$ cat config.mk
export PLATFORM = sky130hd
export DESIGN_NAME = bft_queue
export DESIGN_NICKNAME = d
export VERILOG_FILES = /design/src/hdl/bft_pkg.sv /design/src/hdl/bft_queue.sv
export SDC_FILE = /design/constraint.sdc
export NUM_CORES = 1
export LEC_CHECK = 0
export ABC_AREA = 1
export BUFFER_PORTS_ARGS = -buffer_cell sky130_fd_sc_hd__buf_4
export CAP_MARGIN = 0
export CORE_MARGIN = 4
export CORE_UTILIZATION = 50
export DETAILED_ROUTE_END_ITERATION = 10
export PLACE_DENSITY = 0.74
export SLEW_MARGIN = 20
export SYNTH_ARGS = -nofsm -noshare
export SYNTH_HDL_FRONTEND = slang
export SYNTH_SLANG_ARGS = --single-unit
$ cat constraint.sdc
create_clock -name clk_i -period 1.9 [get_ports clk_i]
set_input_delay 0.19 -clock clk_i [delete_from_list [all_inputs] [get_ports clk_i]]
set_output_delay 0.19 -clock clk_i [all_outputs]
set_load 0.01 [all_outputs]
$ cat src/hdl/bft_pkg.sv
// ----------------------------------------------------------------------------
// bft_pkg
// Shared sizes, codes, item and result types for the bigram frequency table.
// ----------------------------------------------------------------------------
package bft_pkg;

  // Table dimensions and counter width
  localparam int PRIMARY_SLOTS   = 32;
  localparam int SUCCESSOR_SLOTS = 32;
  localparam int COUNT_BITS      = 16;

  // Derived index and count widths
  localparam int PI_W       = $clog2(PRIMARY_SLOTS);
  localparam int PU_W       = $clog2(PRIMARY_SLOTS + 1);
  localparam int SI_W       = $clog2(SUCCESSOR_SLOTS);
  localparam int SU_W       = $clog2(SUCCESSOR_SLOTS + 1);
  localparam int SA_W       = PI_W + SI_W;
  localparam int SMEM_DEPTH = PRIMARY_SLOTS << SI_W;

  // Queue between front and back end
  localparam int QUEUE_DEPTH = 2;
  localparam int QP_W        = (QUEUE_DEPTH > 1) ? $clog2(QUEUE_DEPTH) : 1;
  localparam int QC_W        = $clog2(QUEUE_DEPTH + 1);

  // Port field widths
  localparam int BYTE_W   = 8;
  localparam int SYM_W    = 7;
  localparam int SLOT_W   = 5;
  localparam int CNT_W    = 16;
  localparam int STATUS_W = 2;

  // Character codes
  localparam logic [BYTE_W-1:0] CH_SPACE    = 8'h20;
  localparam logic [BYTE_W-1:0] CH_LOWER_A  = 8'h61;
  localparam logic [BYTE_W-1:0] CH_LOWER_Z  = 8'h7A;
  localparam logic [BYTE_W-1:0] CH_UPPER_A  = 8'h41;
  localparam logic [BYTE_W-1:0] CH_UPPER_Z  = 8'h5A;
  localparam logic [BYTE_W-1:0] CASE_OFFSET = 8'h20;

  typedef logic [SYM_W-1:0]      sym_t;
  typedef logic [COUNT_BITS-1:0] count_t;

  localparam count_t COUNT_ONE = count_t'(1);

  // Result status codes
  typedef enum logic [STATUS_W-1:0] {
    ST_DROP  = 2'd0,
    ST_FIRST = 2'd1,
    ST_PAIR  = 2'd2,
    ST_FULL  = 2'd3
  } status_e;

  // Classification made by the front end
  typedef enum logic [1:0] {
    KIND_DROP  = 2'd0,
    KIND_FIRST = 2'd1,
    KIND_PAIR  = 2'd2
  } kind_e;

  // Back end sequencer states
  typedef enum logic [1:0] {
    BK_IDLE  = 2'd0,
    BK_PSRCH = 2'd1,
    BK_SSRCH = 2'd2
  } bk_state_e;

  // Classified item
  typedef struct packed {
    kind_e kind;
    sym_t  prev;
    sym_t  sym;
  } item_t;

  // Front end to queue
  typedef struct packed {
    logic  push;
    item_t item;
  } push_t;

  // Queue head to back end
  typedef struct packed {
    logic  valid;
    item_t item;
  } qhead_t;

  // One result
  typedef struct packed {
    status_e           status;
    sym_t              prev;
    sym_t              next;
    logic [SLOT_W-1:0] pslot;
    logic [SLOT_W-1:0] sslot;
    logic [CNT_W-1:0]  pcount;
    logic [CNT_W-1:0]  tcount;
    logic              new_p;
    logic              new_s;
  } result_t;

  // Saturating increment
  function automatic count_t sat_inc(input count_t v);
    return (&v) ? v : v + COUNT_ONE;
  endfunction

endpackage

$ cat src/hdl/bft_queue.sv
// ----------------------------------------------------------------------------
// bft_queue
// Short FIFO of classified items between the front and the back end.
// ----------------------------------------------------------------------------
module bft_queue import bft_pkg::*; (
  input  logic   clk_i,
  input  logic   rst_ni,
  input  push_t  push_i,
  output logic   full_o,
  output qhead_t head_o,
  input  logic   pop_i
);

  item_t             mem_q [QUEUE_DEPTH];
  logic [QP_W-1:0]   wr_ptr_q, wr_ptr_d;
  logic [QP_W-1:0]   rd_ptr_q, rd_ptr_d;
  logic [QC_W-1:0]   cnt_q, cnt_d;
  logic              do_push, do_pop;

  function automatic logic [QP_W-1:0] ptr_inc(input logic [QP_W-1:0] p);
    return (p == QP_W'(QUEUE_DEPTH - 1)) ? '0 : p + QP_W'(1);
  endfunction

  assign full_o       = (cnt_q == QC_W'(QUEUE_DEPTH));
  assign head_o.valid = (cnt_q != '0);
  assign head_o.item  = mem_q[rd_ptr_q];
  assign do_push      = push_i.push & ~full_o;
  assign do_pop       = pop_i & head_o.valid;

  // Pointer and fill count update
  always_comb begin
    wr_ptr_d = do_push ? ptr_inc(wr_ptr_q) : wr_ptr_q;
    rd_ptr_d = do_pop ? ptr_inc(rd_ptr_q) : rd_ptr_q;
    cnt_d    = cnt_q + QC_W'(do_push) - QC_W'(do_pop);
  end

  always_ff @(posedge clk_i or negedge rst_ni) begin
    if (!rst_ni) begin
      wr_ptr_q <= '0;
      rd_ptr_q <= '0;
      cnt_q    <= '0;
    end else begin
      wr_ptr_q <= wr_ptr_d;
      rd_ptr_q <= rd_ptr_d;
      cnt_q    <= cnt_d;
    end
  end

  // Entry storage
  always_ff @(posedge clk_i) begin
    if (do_push) begin
      mem_q[wr_ptr_q] <= push_i.item;
    end
  end

endmodule

-- After elaboration in Yosys (flattened, before gate mapping)
Memories as Yosys holds them, arrays and structs flattened.
Index checks and enable logic that the tools add are counted.
- register bits: 4
- bits in writable memories: 32
- bits of input ports: 20
- output and inout port bits: 18
- logic and storage cells: 17
- memories: 1
- memories (name ; depth ; bits a word ; read ports ; clocked after memory_dff ; write ports ; line ; text):
    mem_q ; 2 ; 16 ; 1 ; 0 ; 1 ; bft_queue.sv:14 ; item_t mem_q [QUEUE_DEPTH];
- add/sub/neg operators: 4
- eq/ne operators: 1
- muxes and demuxes: 4
- bitwise operators: 3
- reductions and logical operators: 1
- operators with widths (cell ; count):
    two-way mux 1 bit ; 4
    adder 1 bit (second input constant) ; 2
    adder 2 x 1 -> 2 bit ; 1
    AND 1 bit ; 2
    equality test 2 bit (second input constant) ; 1
    nonzero test 2 bit ; 1
    subtractor 2 x 1 -> 2 bit ; 1
    inverter 1 bit ; 1

-- Logic depth before layout (Yosys ltp)
- word-level depth: 5
- depth in mapped cells: 10
- mapped depth without buffers: 10

-- Worst setup path after synthesis
OpenSTA, ideal clock, no wires.
- path kind: flip-flop to flip-flop
- start point: reg cnt_q[1]
- end point: mem mem_q[1][0] (netlist name) (enable)
- library setup time: 0.389 ns
- arrival: 1.252 ns
- data required time: 1.511 ns
- setup slack: 0.260 ns
- cell stages (with the launch flop): 4
- buffers on the path: 0
- period minus slack after synthesis: 1.640 ns
- cell sequence: dfrtp_1 -> nand2_1 -> nand2_1 -> nor2_1
- cells in the longest elaborated chain, start to end: 5
- RTL lines (element ; line ; text):
    from (decl) ; bft_queue.sv:17 ; logic [QC_W-1:0] cnt_q, cnt_d;
    from (signal assigned) ; bft_queue.sv:45 ; cnt_q <= cnt_d;
    equality test 2 bit ; bft_queue.sv:24 ; assign full_o = (cnt_q == QC_W'(QUEUE_DEPTH));
    inverter 1 bit ; bft_queue.sv:27 ; assign do_push = push_i.push & ~full_o;
    AND 1 bit ; bft_queue.sv:27 ;
    two-way mux 1 bit ; bft_queue.sv:51 ; if (do_push) begin
    two-way mux 1 bit (not written as such) ; bft_queue.sv:52 ; mem_q[wr_ptr_q] <= push_i.item;
    to (decl) ; bft_queue.sv:14 ;
No other way between the ends.

==> reports/results.tsv <==
stage	metric	value	unit
timing	period_needed	1.74	ns
grt	groute.usage.overall	0.160	
logic_synthesis	ys_warn_count	0	
cts	insertion_delay	0.33	ns
cts	cts_setup_buffers	0	
critical_path	ff2ff_setup_slack	0.49	ns
layout	drive_above_1_share	0.327	
timing	setup_viol	0	
cts	cts_tree	built	
timing	finalCritPeriodShare	0.913	
grt	grt_pass1_vias	967	
worst_hold_path	hp-class	in -> reg	
critical_path	cp-start-kind	flip-flop	
place	portBuffers	37	
layout	nFillCells	234	
grt	grt_max_degree	18	
logic_synthesis	netlist_instances	116	
power_and_ir_drop	irDropWorstVdd	0.907	mV
floorplanning	rows	19	
floorplanning	initial_utilization	0.519	
cts	root_buffer	clkbuf_4	
logic_synthesis	synth_area_per_cell	12.3	um^2
detailed_routing	wire_per_inst	13.1	um
grt	grt_pass1_wl	4140	um
flow_run	cap_violations	0	
layout	num_antenna_cells	0	
critical_path	reg2reg_from	cnt_q[1]	
logic_synthesis	synth-seq-cells	36	
critical_path	cp.required	1.71	ns
detailed_routing	drtPass1Iterations	4	
timing	finalHoldViolCount	0	
timing	fin_tns_setup	0	ns
detailed_routing	drc	0	
timing	rsz0062_at_grt	false	
cts	ctsResizeCount	0	
floorplanning	die_w	61.5	um
critical_path	worstPathMaxFanout	14	
grt	antenna_found_initial	0	
detailed_routing	routed_wl	2520	um
layout	area_growth	25.2	%
detailed_routing	dr.first_iter.drc_count	20	
cts	clockBufferDepth	2	
floorplanning	top_level_ports	38	
floorplanning	core	0.00276	mm^2
logic_synthesis	synth-seq-area-share	0.741	
critical_path	critical_path.endpoint_type	output port	
timing	fmax	576	MHz
power_and_ir_drop	p_leak	0.835	nW
detailed_routing	ant_nets	0	
cts	cts_buffers	5	
timing	final-max-slew-violation-count	0	
logic_synthesis	synth_nets	138	
power_and_ir_drop	finalPower	2.58	mW
floorplanning	dieArea	0.00378	mm^2
floorplanning	die_y	61.5	um
logic_synthesis	syn_area	0.00143	mm^2
cts	path_clk_slew	0.10	ns
detailed_routing	avgViaCountPerCell	4.87	
critical_path	crit_arrival	1.55	ns
worst_hold_path	min_from	push_i[4]	
detailed_routing	dr_total_vias	940	
status	status	completed	
critical_path	critPathKind	reg -> out	
grt	overflow	0	
cts	cts_max_level	2	
timing	tightest_slew	0.583	ns
layout	fin_nets	183	
timing	fin_skew	0.00361	ns
timing	relSlewSlack	0.611	
cts	cts.sinks	36	
critical_path	cp-startpoint	rd_ptr_q	
place	dp_hpwl	1750	um
power_and_ir_drop	powerDensity	1440	mW/mm^2
logic_synthesis	synth_cell_type_count	12	
place	gp_congestion	0.671	
layer usage:
metal | vias up | GRT usage | part of all wire
met1 | 435 | 0.191 | 0.40
met2 | 33 | 0.251 | 0.50
met4 | 0 | 0.100 | 0.019
li1 | 467 | - | -
met5 | - | 0 | 0
met3 | 5 | 0.0503 | 0.080
final timing paths:
check	cells past startpoint	endpoint
max in group asynchronous	2	rd_ptr_q
setup reg to reg	9	cnt_q[1]
hold reg to reg	2	wr_ptr_q
min in group asynchronous	2	cnt_q[1]
setup / recovery	4	head_o[9]
hold / removal	1	mem_q[0][4]
flip-flops by register name, summed over array words and instances (netlist names):
register / cells
cnt_q: 2
mem_q: 32
rd_ptr_q: 1
wr_ptr_q: 1
power breakdown:
group	switching (mW)	leakage, nW	internal (mW)
combinational	0.562	0.457	0.443
sequential	0.112	0.346	1.09
clock	0.241	0.0324	0.136
total	0.915	0.835	1.67
final cells by class:
class | instances | area [um^2] | area share
clock inverter | 3 | 13.8 | 0.00768
inverter | 10 | 45.0 | 0.0251
multi-input combinational | 67 | 285 | 0.159
sequential | 36 | 1060 | 0.592
timing repair buffer | 41 | 310 | 0.173
tap | 31 | 38.8 | 0.0216
clock buffer | 5 | 37.5 | 0.0209
Yosys cell counts:
cell type | count | area, um^2
buf_6 | 1 | 11.3
clkbuf_8 | 1 | 13.8
nand3_1 | 3 | 15.0
inv_8 | 1 | 11.3
ha_1 | 2 | 25.0
edfxtp_1 | 32 | 961
inv_1 | 9 | 33.8
buf_8 | 1 | 15.0
nand2_1 | 56 | 210
dfrtp_1 | 4 | 100
nand2_2 | 5 | 31.3
nor2_1 | 1 | 3.75
cell usage in the layout, fill, tap and decap left out:
| master | Yosys | final |
|---|---|---|
| inv_8 | 1 | 1 |
| ha_1 | 2 | 2 |
| dlygate4sd3_1 | 0 | 1 |
| clkbuf_4 | 0 | 5 |
| nand3_1 | 3 | 3 |
| clkinv_1 | 0 | 1 |
| nor2_1 | 1 | 1 |
| clkinv_2 | 0 | 2 |
| nand2_2 | 5 | 5 |
| edfxtp_1 | 32 | 32 |
| dfrtp_1 | 4 | 4 |
| nand2_1 | 56 | 56 |
| inv_1 | 9 | 9 |
| buf_4 | 0 | 40 |
per-stage QoR:
stage / util / setup slack [ns] / hold slack (ns) / cell area [um^2] / std cells
6_report: 0.650 / 0.164 / 0.0321 / 1790 / 193
5_1_grt: 0.650 / 0.0338 / 0.00496 / 1790 / 193
4_1_cts: 0.650 / 0.158 / 0.0159 / 1790 / 193
3_5_place_dp: 0.627 / 0.505 / -0.00865 / 1730 / 184
3_3_place_gp: 0.627 / 0.549 / -0.0111 / 1730 / 184
2_1_floorplan: - / 0.260 / -0.106 / 1430 / 116
critical path: stages, from the launching register on:
cell and delay (ns):
dfrtp_1 0.73, buf_4 0.24, nand2_1 0.06, nand2_1 0.06
buf_4 0.11
cells by family (layout without fill, tap and decap cells):
family	after synthesis	after routing	share of synthesized area
and+or+nand+nor	65	65	0.182
DFF	36	36	0.741
buffers and inverters	13	59	0.0594
adders and majority gates	2	2	0.0175
timing repair:
action | CTS | global route
setup endpoints to repair | 0 | 0
hold buffers | 1 | 0
hold endpoints to repair | 4 | 0
Power figures use the tool's default switching activity.
