==> config.mk <==
export PLATFORM = sky130hd
export DESIGN_NAME = bft_front
export DESIGN_NICKNAME = d
export VERILOG_FILES = /design/src/hdl/bft_pkg.sv /design/src/hdl/bft_front.sv
export SDC_FILE = /design/constraint.sdc
export NUM_CORES = 1
export LEC_CHECK = 0
export BUFFER_PORTS_ARGS = -buffer_cell sky130_fd_sc_hd__buf_4
export CAP_MARGIN = 5
export CORE_MARGIN = 3
export CORE_UTILIZATION = 43
export CTS_CLUSTER_SIZE = 25
export DETAILED_ROUTE_END_ITERATION = 6
export HOLD_SLACK_MARGIN = 0.02
export PLACE_DENSITY = 0.75
export SLEW_MARGIN = 5
export SYNTH_ARGS = -nofsm -noshare
export SYNTH_HDL_FRONTEND = slang
export SYNTH_SLANG_ARGS = --single-unit
==> constraint.sdc <==
create_clock -name clk_i -period 3.1 [get_ports clk_i]
set_input_delay 0.31 -clock clk_i [delete_from_list [all_inputs] [get_ports clk_i]]
set_output_delay 0.31 -clock clk_i [all_outputs]
set_load 0.02 [all_outputs]
==> src/hdl/bft_pkg.sv <==
// ----------------------------------------------------------------------------
// bft_pkg
// Shared sizes, codes, item and result types for the bigram frequency table.
// ----------------------------------------------------------------------------
package bft_pkg;

  // Table dimensions and counter width
  localparam int PRIMARY_SLOTS   = 32;
  localparam int SUCCESSOR_SLOTS = 32;
  localparam int COUNT_BITS      = 16;

  // Derived index and count widths
  localparam int PI_W       = $clog2(PRIMARY_SLOTS);
  localparam int PU_W       = $clog2(PRIMARY_SLOTS + 1);
  localparam int SI_W       = $clog2(SUCCESSOR_SLOTS);
  localparam int SU_W       = $clog2(SUCCESSOR_SLOTS + 1);
  localparam int SA_W       = PI_W + SI_W;
  localparam int SMEM_DEPTH = PRIMARY_SLOTS << SI_W;

  // Queue between front and back end
  localparam int QUEUE_DEPTH = 2;
  localparam int QP_W        = (QUEUE_DEPTH > 1) ? $clog2(QUEUE_DEPTH) : 1;
  localparam int QC_W        = $clog2(QUEUE_DEPTH + 1);

  // Port field widths
  localparam int BYTE_W   = 8;
  localparam int SYM_W    = 7;
  localparam int SLOT_W   = 5;
  localparam int CNT_W    = 16;
  localparam int STATUS_W = 2;

  // Character codes
  localparam logic [BYTE_W-1:0] CH_SPACE    = 8'h20;
  localparam logic [BYTE_W-1:0] CH_LOWER_A  = 8'h61;
  localparam logic [BYTE_W-1:0] CH_LOWER_Z  = 8'h7A;
  localparam logic [BYTE_W-1:0] CH_UPPER_A  = 8'h41;
  localparam logic [BYTE_W-1:0] CH_UPPER_Z  = 8'h5A;
  localparam logic [BYTE_W-1:0] CASE_OFFSET = 8'h20;

  typedef logic [SYM_W-1:0]      sym_t;
  typedef logic [COUNT_BITS-1:0] count_t;

  localparam count_t COUNT_ONE = count_t'(1);

  // Result status codes
  typedef enum logic [STATUS_W-1:0] {
    ST_DROP  = 2'd0,
    ST_FIRST = 2'd1,
    ST_PAIR  = 2'd2,
    ST_FULL  = 2'd3
  } status_e;

  // Classification made by the front end
  typedef enum logic [1:0] {
    KIND_DROP  = 2'd0,
    KIND_FIRST = 2'd1,
    KIND_PAIR  = 2'd2
  } kind_e;

  // Back end sequencer states
  typedef enum logic [1:0] {
    BK_IDLE  = 2'd0,
    BK_PSRCH = 2'd1,
    BK_SSRCH = 2'd2
  } bk_state_e;

  // Classified item
  typedef struct packed {
    kind_e kind;
    sym_t  prev;
    sym_t  sym;
  } item_t;

  // Front end to queue
  typedef struct packed {
    logic  push;
    item_t item;
  } push_t;

  // Queue head to back end
  typedef struct packed {
    logic  valid;
    item_t item;
  } qhead_t;

  // One result
  typedef struct packed {
    status_e           status;
    sym_t              prev;
    sym_t              next;
    logic [SLOT_W-1:0] pslot;
    logic [SLOT_W-1:0] sslot;
    logic [CNT_W-1:0]  pcount;
    logic [CNT_W-1:0]  tcount;
    logic              new_p;
    logic              new_s;
  } result_t;

  // Saturating increment
  function automatic count_t sat_inc(input count_t v);
    return (&v) ? v : v + COUNT_ONE;
  endfunction

endpackage

==> src/hdl/bft_front.sv <==
// ----------------------------------------------------------------------------
// bft_front
// Accepts raw bytes, keeps letters and space, folds case and tags each byte
// as dropped, first symbol or pair, tracking the held symbol.
// ----------------------------------------------------------------------------
module bft_front import bft_pkg::*; (
  input  logic              clk_i,
  input  logic              rst_ni,
  input  logic [BYTE_W-1:0] in_byte_i,
  input  logic              in_valid_i,
  output logic              in_ready_o,
  input  logic              q_full_i,
  output push_t             push_o
);

  logic held_valid_q, held_valid_d;
  sym_t held_q, held_d;
  logic acc;
  logic keep;
  sym_t sym;

  // Symbol filter
  always_comb begin
    keep = 1'b1;
    sym  = '0;
    if (in_byte_i inside {[CH_LOWER_A:CH_LOWER_Z]}) begin
      sym = SYM_W'(in_byte_i - CASE_OFFSET);
    end else if ((in_byte_i inside {[CH_UPPER_A:CH_UPPER_Z]}) || in_byte_i == CH_SPACE) begin
      sym = SYM_W'(in_byte_i);
    end else begin
      keep = 1'b0;
    end
  end

  assign acc        = in_valid_i & ~q_full_i;
  assign in_ready_o = ~q_full_i;

  // Classification and held symbol
  always_comb begin
    held_valid_d     = held_valid_q;
    held_d           = held_q;
    push_o.push      = acc;
    push_o.item.sym  = sym;
    push_o.item.prev = '0;
    if (!keep) begin
      push_o.item.kind = KIND_DROP;
    end else if (!held_valid_q) begin
      push_o.item.kind = KIND_FIRST;
    end else begin
      push_o.item.kind = KIND_PAIR;
      push_o.item.prev = held_q;
    end
    if (acc && keep) begin
      held_valid_d = 1'b1;
      held_d       = sym;
    end
  end

  always_ff @(posedge clk_i or negedge rst_ni) begin
    if (!rst_ni) begin
      held_valid_q <= 1'b0;
      held_q       <= '0;
    end else begin
      held_valid_q <= held_valid_d;
      held_q       <= held_d;
    end
  end

endmodule

# Yosys cells after proc, flatten, opt, wreduce, memory -nomap -nowiden
# Cells that the tools add are included.
[classes]
addsub = 1
magnitude_cmp = 4
n_eq_ne = 1
n_mux = 8
n_bitwise = 2
n_reduce_logical = 4
[ops]
columns = ["operator", "count"]
rows = [
  ["two-way mux 7 bit", 4],
  [">= comparator 8 x 7 -> 1 bit (second input constant)", 2],
  ["<= comparator 8 x 7 -> 1 bit (second input constant)", 2],
  ["== test 8 x 6 -> 1 bit (second input constant)", 1],
  ["subtractor 7 x 6 -> 7 bit (second input constant)", 1],
  ["two-way mux 2 bit", 2],
  ["logical AND 1 bit", 3],
  ["two-way mux 1 bit", 2],
  ["AND 1 bit", 1],
  ["logical OR 1 bit", 1],
  ["NOT 1 bit", 1],
]
[totals]
register_bits = 8
output_inout_bits = 18
word_cells = 22

# Longest topological paths before layout
# Gate-level depths: netlist of run 1.
[depth]
word_depth = 6
mapped_depth = 8
depth_no_buf = 7

# Worst setup path after synthesis of run 1
# OpenSTA, ideal clock, no wires.
[synth_path]
path_kind = "input-to-output"
start = "in in_byte_i[3]"
end = "out push_o[4] (netlist bit)"
t_arrival_ns = 1.986
t_required_ns = 2.790
path_slack_ns = 0.804
stages = 6
n_path_buf = 1
cell_sequence = "or3_1 -> nor2_2 -> nor4b_4 -> nor3_2 -> buf_2 -> nor2b_1"
[synth_lines]
columns = ["item", "line_no", "source"]
rows = [
  ["start, declared", "bft_front.sv:9", "input logic [BYTE_W-1:0] in_byte_i,"],
  ["end, declared", "bft_front.sv:13", "output push_t push_o"],
]

==> summary.md, run 1 <==
| Metric | Value |
|---|---|
| Syn_nets | `74` |
| Final worst path period share | `74.9%` |
| Share of cells above drive strength 1 | `50.0%` |
| Total gr overflow | `0` |
| Per-cell routed wire length | `13.8 um` |
| Slew margin rel. | `61.7%` |
| Total GRT Usage | `17.0%` |
| DIE HEIGHT | `43.1 um` |
| Total wire length | `1.47 mm` |
| Max Transition Viols Final | `0` |
| Yosys cell types | `27` |
| Slew @ Worst Pin | `570 ps` |
| Final Hold Fails | `0` |
| Total negative setup slack | `0 ps` |
| Mapped Cells | `61` |
| Inst Count DP | `102` |
| Clk buf depth | `2` |
| Final setup skew | `0 ps` |
| Hold/Removal Path Class | `in -> reg` |
| Vias in the first global route | `577` |
| Register bit total from synthesis | `8` |
| Kind of end point of the critical path | `primary output` |
| TritonCTS Buffers | `3` |
| Cts repair resizes | `0` |
| Largest net degree at the start of global routing | `15` |
| CP peak stage delay | `370 ps` |
| Leak | `0.430 nW` |
| Root buf cell | `clkbuf_4` |
| Layout net count | `107` |
| Die W | `43.1 um` |
| Pre-antenna DRT Iters | `4` |
| Synth area leader | `dfrtp_1` |
| Worst-Skew Late Latency | `250 ps` |
| Cell breakdown of the critical path | `buf_4, inv_1, ha_1, and4bb_1, a31oi_1, a211oi_2, nor3_2, buf_4, nor2b_1, buf_4` |
| Seq/Total Area, Yosys | `33.8%` |
| Hold_buf cts | `1` |
| Synthesis warning total | `0` |
| Synth Area in Compound Gates | `13.5%` |
| # H-tree levels | `1` |
| Mux cell area share after synthesis | `14.6%` |
| Row count | `12` |
| Max IR drop VDD | `0.292 mV` |
| Worst path bufs/invs | `4` |
| Fillers | `102` |
| CP max-delay cell | `a211oi_2` |
| Cell mode on critical path | `buf_4` |
| Crit path kind | `in -> out` |
| Initial Util | `49.4%` |
| Die Area | `0.00186 sq mm` |
| Initial antenna violation count | `0` |
| FF+latch area | `200 sq um` |
| PortBufs | `29` |
| Post-synthesis simple-gate area fraction | `31.4%` |
| CTS Sinks | `8` |
| Outcome | `completed` |
| Syn avg cell area | `9.72 sq um` |
| Total setup buffers inserted after CTS | `0` |
| Critical Path Start Type | `input pin` |
| Crit-path max FO | `14` |
| Pwr/cell area | `414 mW/mm^2` |
| CTS tree | `done` |
| XOR/XNOR share of the synthesized area | `0%` |
| Area growth, synth to finish | `43.7%` |
| Minimum clock period | `2320 ps` |
| 1st-iter DRT viols | `9` |
| Synth top area share | `33.8%` |
| Fmax | `0.431 GHz` |
| Post-route insts no fill | `106` |
| Post-Layout Inst Area | `852 sq um` |
| Area contributors post-synth | `dfrtp_1, mux2_4, nor2b_1` |
| DR vias/cell | `5.19` |
| Final setup fails | `0` |
| Detailed Place HPWL | `1.16 mm` |
| Worst EP required | `2790 ps` |
| Max-Cap Viols | `0` |
| Cell family with most CP delay | `buffers and inverters` |
| First-pass GRT wire length | `2.43 mm` |
| Critical Path AT | `2010 ps` |
| Adder-cell share of the synthesized area | `2.11%` |
| Largest family of logic cells by synthesized area | `simple AND/OR/NAND/NOR gates` |
| Post-route DRC | `0` |
| Post-route ant nets | `0` |
| RSZ-0062 raised after global routing | `false` |
| Clk pin slew, worst setup/hold paths | `50 ps` |
| IO Count | `30` |
| Synthesized area | `593 sq um` |
| DR vias | `550` |
| Cell area after placement | `820 sq um` |
| Ant diodes | `0` |
| Core Region | `0.00120 sq mm` |
| GP Congestion | `0.817` |
| Area of the multi-input gates | `365 sq um` |
==> metrics by stage <==
| step | total power, W | worst slack (ps) | hold WS, ps | util [%] |
|---|---|---|---|---|
| after floorplan | 0.000227 | 804 | 14.4 | - |
| after global placement | 0.000273 | 771 | 131 | 68.2 |
| after detailed placement | 0.000278 | 735 | 130 | 68.2 |
| after CTS | 0.000357 | 770 | 329 | 70.9 |
| after global routing | 0.000375 | 578 | 335 | 70.9 |
| final | 0.000353 | 777 | 333 | 70.9 |
==> cell usage after synthesis, drive strengths merged <==
cell and instances:
nor2 10, dfrtp 8, nand2 8, nor2b 7, mux2 6, buf 3
inv 3, a22o 2, nor3 2, a211oi 1, a21oi 1, a31oi 1
and4bb 1, ha 1, nand2b 1, nor4b 1, o221ai 1, o311ai 1
o31ai 1, or2 1, or3 1
==> cell usage in the layout, fill, tap and decap left out <==
cell           instances
dlygate4sd3_1          1
or3_1                  1
nor2b_1                6
mux2_2                 1
o311ai_1               1
nor2b_2                1
a31oi_1                1
nor2_1                 9
a22o_1                 2
a21oi_1                1
or2_2                  1
inv_1                  3
clkbuf_4               3
nand2b_1               1
dfrtp_1                8
buf_4                 30
o221ai_1               1
and4bb_1               1
a211oi_2               1
nor2_2                 1
o31ai_4                1
nor4b_4                1
nor3_2                 1
nor3_1                 1
ha_1                   1
nand2_1                8
mux2_4                 5
==> path summary, 6_finish.rpt <==
check	from	endpoint	slack (ps)	cells past startpoint
setup / recovery	in_byte_i[5]	push_o[1]	780	10
hold / removal	in_byte_i[0]	held_q[0]$_DFFE_PN0P_	330	2
setup reg to reg	held_valid_q$_DFFE_PN0P_	held_valid_q$_DFFE_PN0P_	2280	1
hold reg to reg	held_q[5]$_DFFE_PN0P_	held_q[5]$_DFFE_PN0P_	500	1
max in group asynchronous	rst_ni	held_q[3]$_DFFE_PN0P_	2560	2
min in group asynchronous	rst_ni	held_q[6]$_DFFE_PN0P_	410	2
==> flip-flops by register name, summed over array words and instances (netlist names) <==
name	cells
held_q	7
held_valid_q	1
==> cell families after synthesis <==
group                    count (synthesis)
buffers and inverters                    6
adder cells (fa/ha/maj)                  1
AO/OA/AOI/OAI                            8
AND/OR/NAND/NOR                         32
flip-flops                               8
multiplexers                             6
==> area by class of cell <==
class	count	share of cell area [%]
Clock buffer	3	2.64
Inverter	3	1.32
Multi-Input combinational cell	47	42.9
Sequential cell	8	23.5
Tap cell	14	2.06
Timing Repair Buffer	31	27.6
==> where the power goes <==
group | internal, W | leakage (nW) | switching [W] | total [W]
combinational | 0.0000709 | 0.321 | 0.0000600 | 0.000131
clock | 0.0000441 | 0.0138 | 0.0000321 | 0.0000762
sequential | 0.000129 | 0.0957 | 0.0000175 | 0.000146
==> routing by layer <==
metal	part of all wire [%]	track usage [%]	vias to the layer above
met1	42	19.4	250
li1	-	-	274
met4	0.41	3.61	0
met2	51	31.6	24
met5	0	0	-
met3	6.2	3.81	2
No activity file was read; power rests on OpenSTA's default activity.
==> run 2: changes to the inputs <==
Settings changed: CORE_UTILIZATION 43 to 39, PLACE_DENSITY 0.75 to 0.72.
Clock period 3.1 ns to 2 ns, I/O delays scaled along.
==> run 2 against run 1 <==
Effect of this change: clock skew unchanged; register-to-register slack lost 1000 ps; via count increased by 11%; hold slack worse by 40 ps; critical endpoint is now push_o[2]; largest cell class unchanged.
==> summary.md, run 2 (synthesis results as in run 1) <==
| Metric | Value |
|---|---|
| Minimum clock period | `1940 ps` |
| Commonest non-fill, non-tap cell in the layout | `buf_4` |
| IO Count | `30 (unchanged)` |
| PortBufs | `29 (unchanged)` |
| Die W | `45.0 um (+4.3%)` |
| Core Region | `0.00137 sq mm (+14%)` |
| Row count | `13 (+1)` |
| Total wire length | `1.62 mm (+10%)` |
| Area growth, synth to finish | `64.8%` |
| Sw Ratio | `31.0% (about the same)` |
| 1st-iter DRT viols | `9 (unchanged)` |
| Post-route insts no fill | `120 (+13%)` |
| End point of the worst hold path | `held_q[0]$_DFFE_PN0P_` |
| DR vias | `608 (+11%)` |
| Crit-path max FO | `6 (-8)` |
| Hold/Removal Path Class | `in -> reg` |
| Slew margin rel. | `74.3% (+13 points)` |
| Critical Path AT | `1740 ps (-270 ps)` |
| CTS tree | `done` |
| Hold WS | `294 ps (-39.6 ps)` |
| CP peak stage delay | `400 ps (+30 ps)` |
| Final setup fails | `0 (unchanged)` |
| Final setup skew | `0 ps (unchanged)` |
| Final core utilization | `71.5% (+0.58 points)` |
| First-pass GRT wire length | `2.73 mm (+12%)` |
| Outcome | `completed` |
| Critical Path Start Type | `input pin` |
| Fmax | `0.514 GHz` |
| Initial Util | `43.4% (-6.0 points)` |
| Layout net count | `120 (+12%)` |
| Worst EP required | `1800 ps (-990 ps)` |
| Net Switching | `0.000177 W (+61%)` |
| Most flops, register | `held_q` |
| Largest registers | `held_q: 7 flops, held_valid_q: 1 flops` |
| HP Start | `in_byte_i[0]` |
| Worst R2R End | `held_q[1]$_DFFE_PN0P_` |
| Kind of end point of the critical path | `primary output` |
| FF-to-FF path depth | `1 (unchanged)` |
| Clk pin slew, worst setup/hold paths | `50 ps (about the same)` |
| Most frequent cells in the layout | `buf_4, nor2_1, nand2_1, dfrtp_1` |
| Inst Count DP | `112 (+9.8%)` |
| Comb power frac | `39.1% (+2.0 points)` |
| Hold path depth | `3 (+1)` |
| Reg power frac | `39.8% (-1.5 points)` |
| Worst r2r src | `held_q[1]$_DFFE_PN0P_` |
| Detailed Place HPWL | `1.34 mm (+16%)` |
| Max-Cap Viols | `0 (unchanged)` |
| CP max-delay cell | `or3_1` |
| Leak | `0.505 nW (+17%)` |
| Cell mode on critical path | `buf_4` |
| TritonCTS Buffers | `3 (unchanged)` |
| Per-cell routed wire length | `13.5 um (-2.7%)` |
| Pwr/cell area | `584 mW/mm^2 (+41%)` |
| Post-route ant nets | `0 (unchanged)` |
| GP Congestion | `0.756 (-7.4%)` |
| Initial antenna violation count | `0 (unchanged)` |
| Largest net degree at the start of global routing | `11 (-4)` |
| Reg-to-reg slack, setup | `1230 ps (-1050 ps)` |
| Max Transition Viols Final | `0 (unchanged)` |
| Root buf cell | `clkbuf_4` |
| Cell breakdown of the critical path | `buf_4, or3_1, nor2_2, nor4b_4, nor3_4, buf_4, nor2b_1, buf_4` |
| Total negative setup slack | `0 ps (unchanged)` |
| Total GRT Usage | `18.7% (+1.6 points)` |
| CTS Sinks | `8 (unchanged)` |
| Total gr overflow | `0 (unchanged)` |
| DR vias/cell | `5.07 (-2.4%)` |
| Pre-antenna DRT Iters | `3 (-1)` |
| Worst-Skew Late Latency | `250 ps (about the same)` |
| Final worst path period share | `97.2%` |
| Max reg flops | `7 (unchanged)` |
| Ant diodes | `0 (unchanged)` |
| Max IR drop VDD | `0.240 mV (-18%)` |
| Crit path kind | `in -> out` |
| Clk buf depth | `2 (unchanged)` |
| Share of cells above drive strength 1 | `58.1% (+8.1 points)` |
| Die Area | `0.00202 sq mm (+8.8%)` |
| Internal Pwr Total | `0.000393 W (+62%)` |
| Vias in the first global route | `600 (+4.0%)` |
| DIE HEIGHT | `45.0 um (+4.3%)` |
| Slew @ Worst Pin | `385 ps (-185 ps)` |
| Final Power | `0.000570 W (+61%)` |
| Clock share of power | `21.2% (-0.4 points)` |
| Post-route DRC | `0 (unchanged)` |
| Final Hold Fails | `0 (unchanged)` |
| # H-tree levels | `1 (unchanged)` |
run 2: changes by cell type in the layout (fill, tap and decap cells not counted):
cell / previous run / this run
buf_12: 0 / 1
nor2b_1: 6 / 5
buf_4: 30 / 42
nor2b_2: 1 / 2
nor3_1: 1 / 0
nor3_4: 0 / 1
run 2: power groups by stage:
stage	Clock, W	Combinational, W	Sequential, W
2_1_floorplan	0	0.000137	0.000215
5_1_grt	0.000136	0.000242	0.000232
4_1_cts	0.000125	0.000225	0.000227
3_5_place_dp	0	0.000217	0.000229
3_3_place_gp	0	0.000211	0.000227
6_report	0.000121	0.000223	0.000227
run 2: final cells by class:
type | count | area [sq um]
multi-input cells | 47 | 379
flip-flops and latches | 8 | 200
repair buffers | 44 | 345
clock buffers | 3 | 22.5
inverters | 3 | 11.3
well taps | 15 | 18.8
fillers | 123 | 389
run 2: metal layers:
| layer | routed length (um) | track usage, % | share of wire (%) |
|---|---|---|---|
| met4 | 51 | 8.19 | 3.2 |
| met1 | 672 | 23.2 | 42 |
| met3 | 140 | 3.59 | 8.7 |
| met2 | 750 | 31.1 | 46 |
| met5 | 0 | 0 | 0 |
run 2: repair_timing:
action	CTS	global route
resized for setup	2	0
hold buffers	1	0
pin swaps	1	0
endpoints found under the setup margin	14	1
hold endpoints to repair	8	0
gates cloned	0	0
setup buffers	3	1
run 2: worst max-delay path by stage:
stage | start | end | slack, ps | cells past startpoint
after floorplan | in_byte_i[3] | push_o[10] | -60 | 6
after global placement | in_byte_i[5] | push_o[2] | -250 | 9
after detailed placement | in_byte_i[5] | push_o[2] | -300 | 9
after CTS | in_byte_i[3] | push_o[2] | 60 | 8
after global routing | in_byte_i[3] | push_o[2] | -20 | 8
final | in_byte_i[3] | push_o[2] | 60 | 8
run 2: stage by stage:
step                cell area (sq um)  setup WS (ps)
floorplan                         596          -64.4
global placement                  903           -251
detailed placement                903           -297
CTS                               970           58.0
global route                      977          -21.4
finish                            977           55.3
run 2: worst max-delay path: cells and delay by family:
family	cells	cell delay, ps
buffers and inverters	3	430
and+or+nand+nor	5	1090
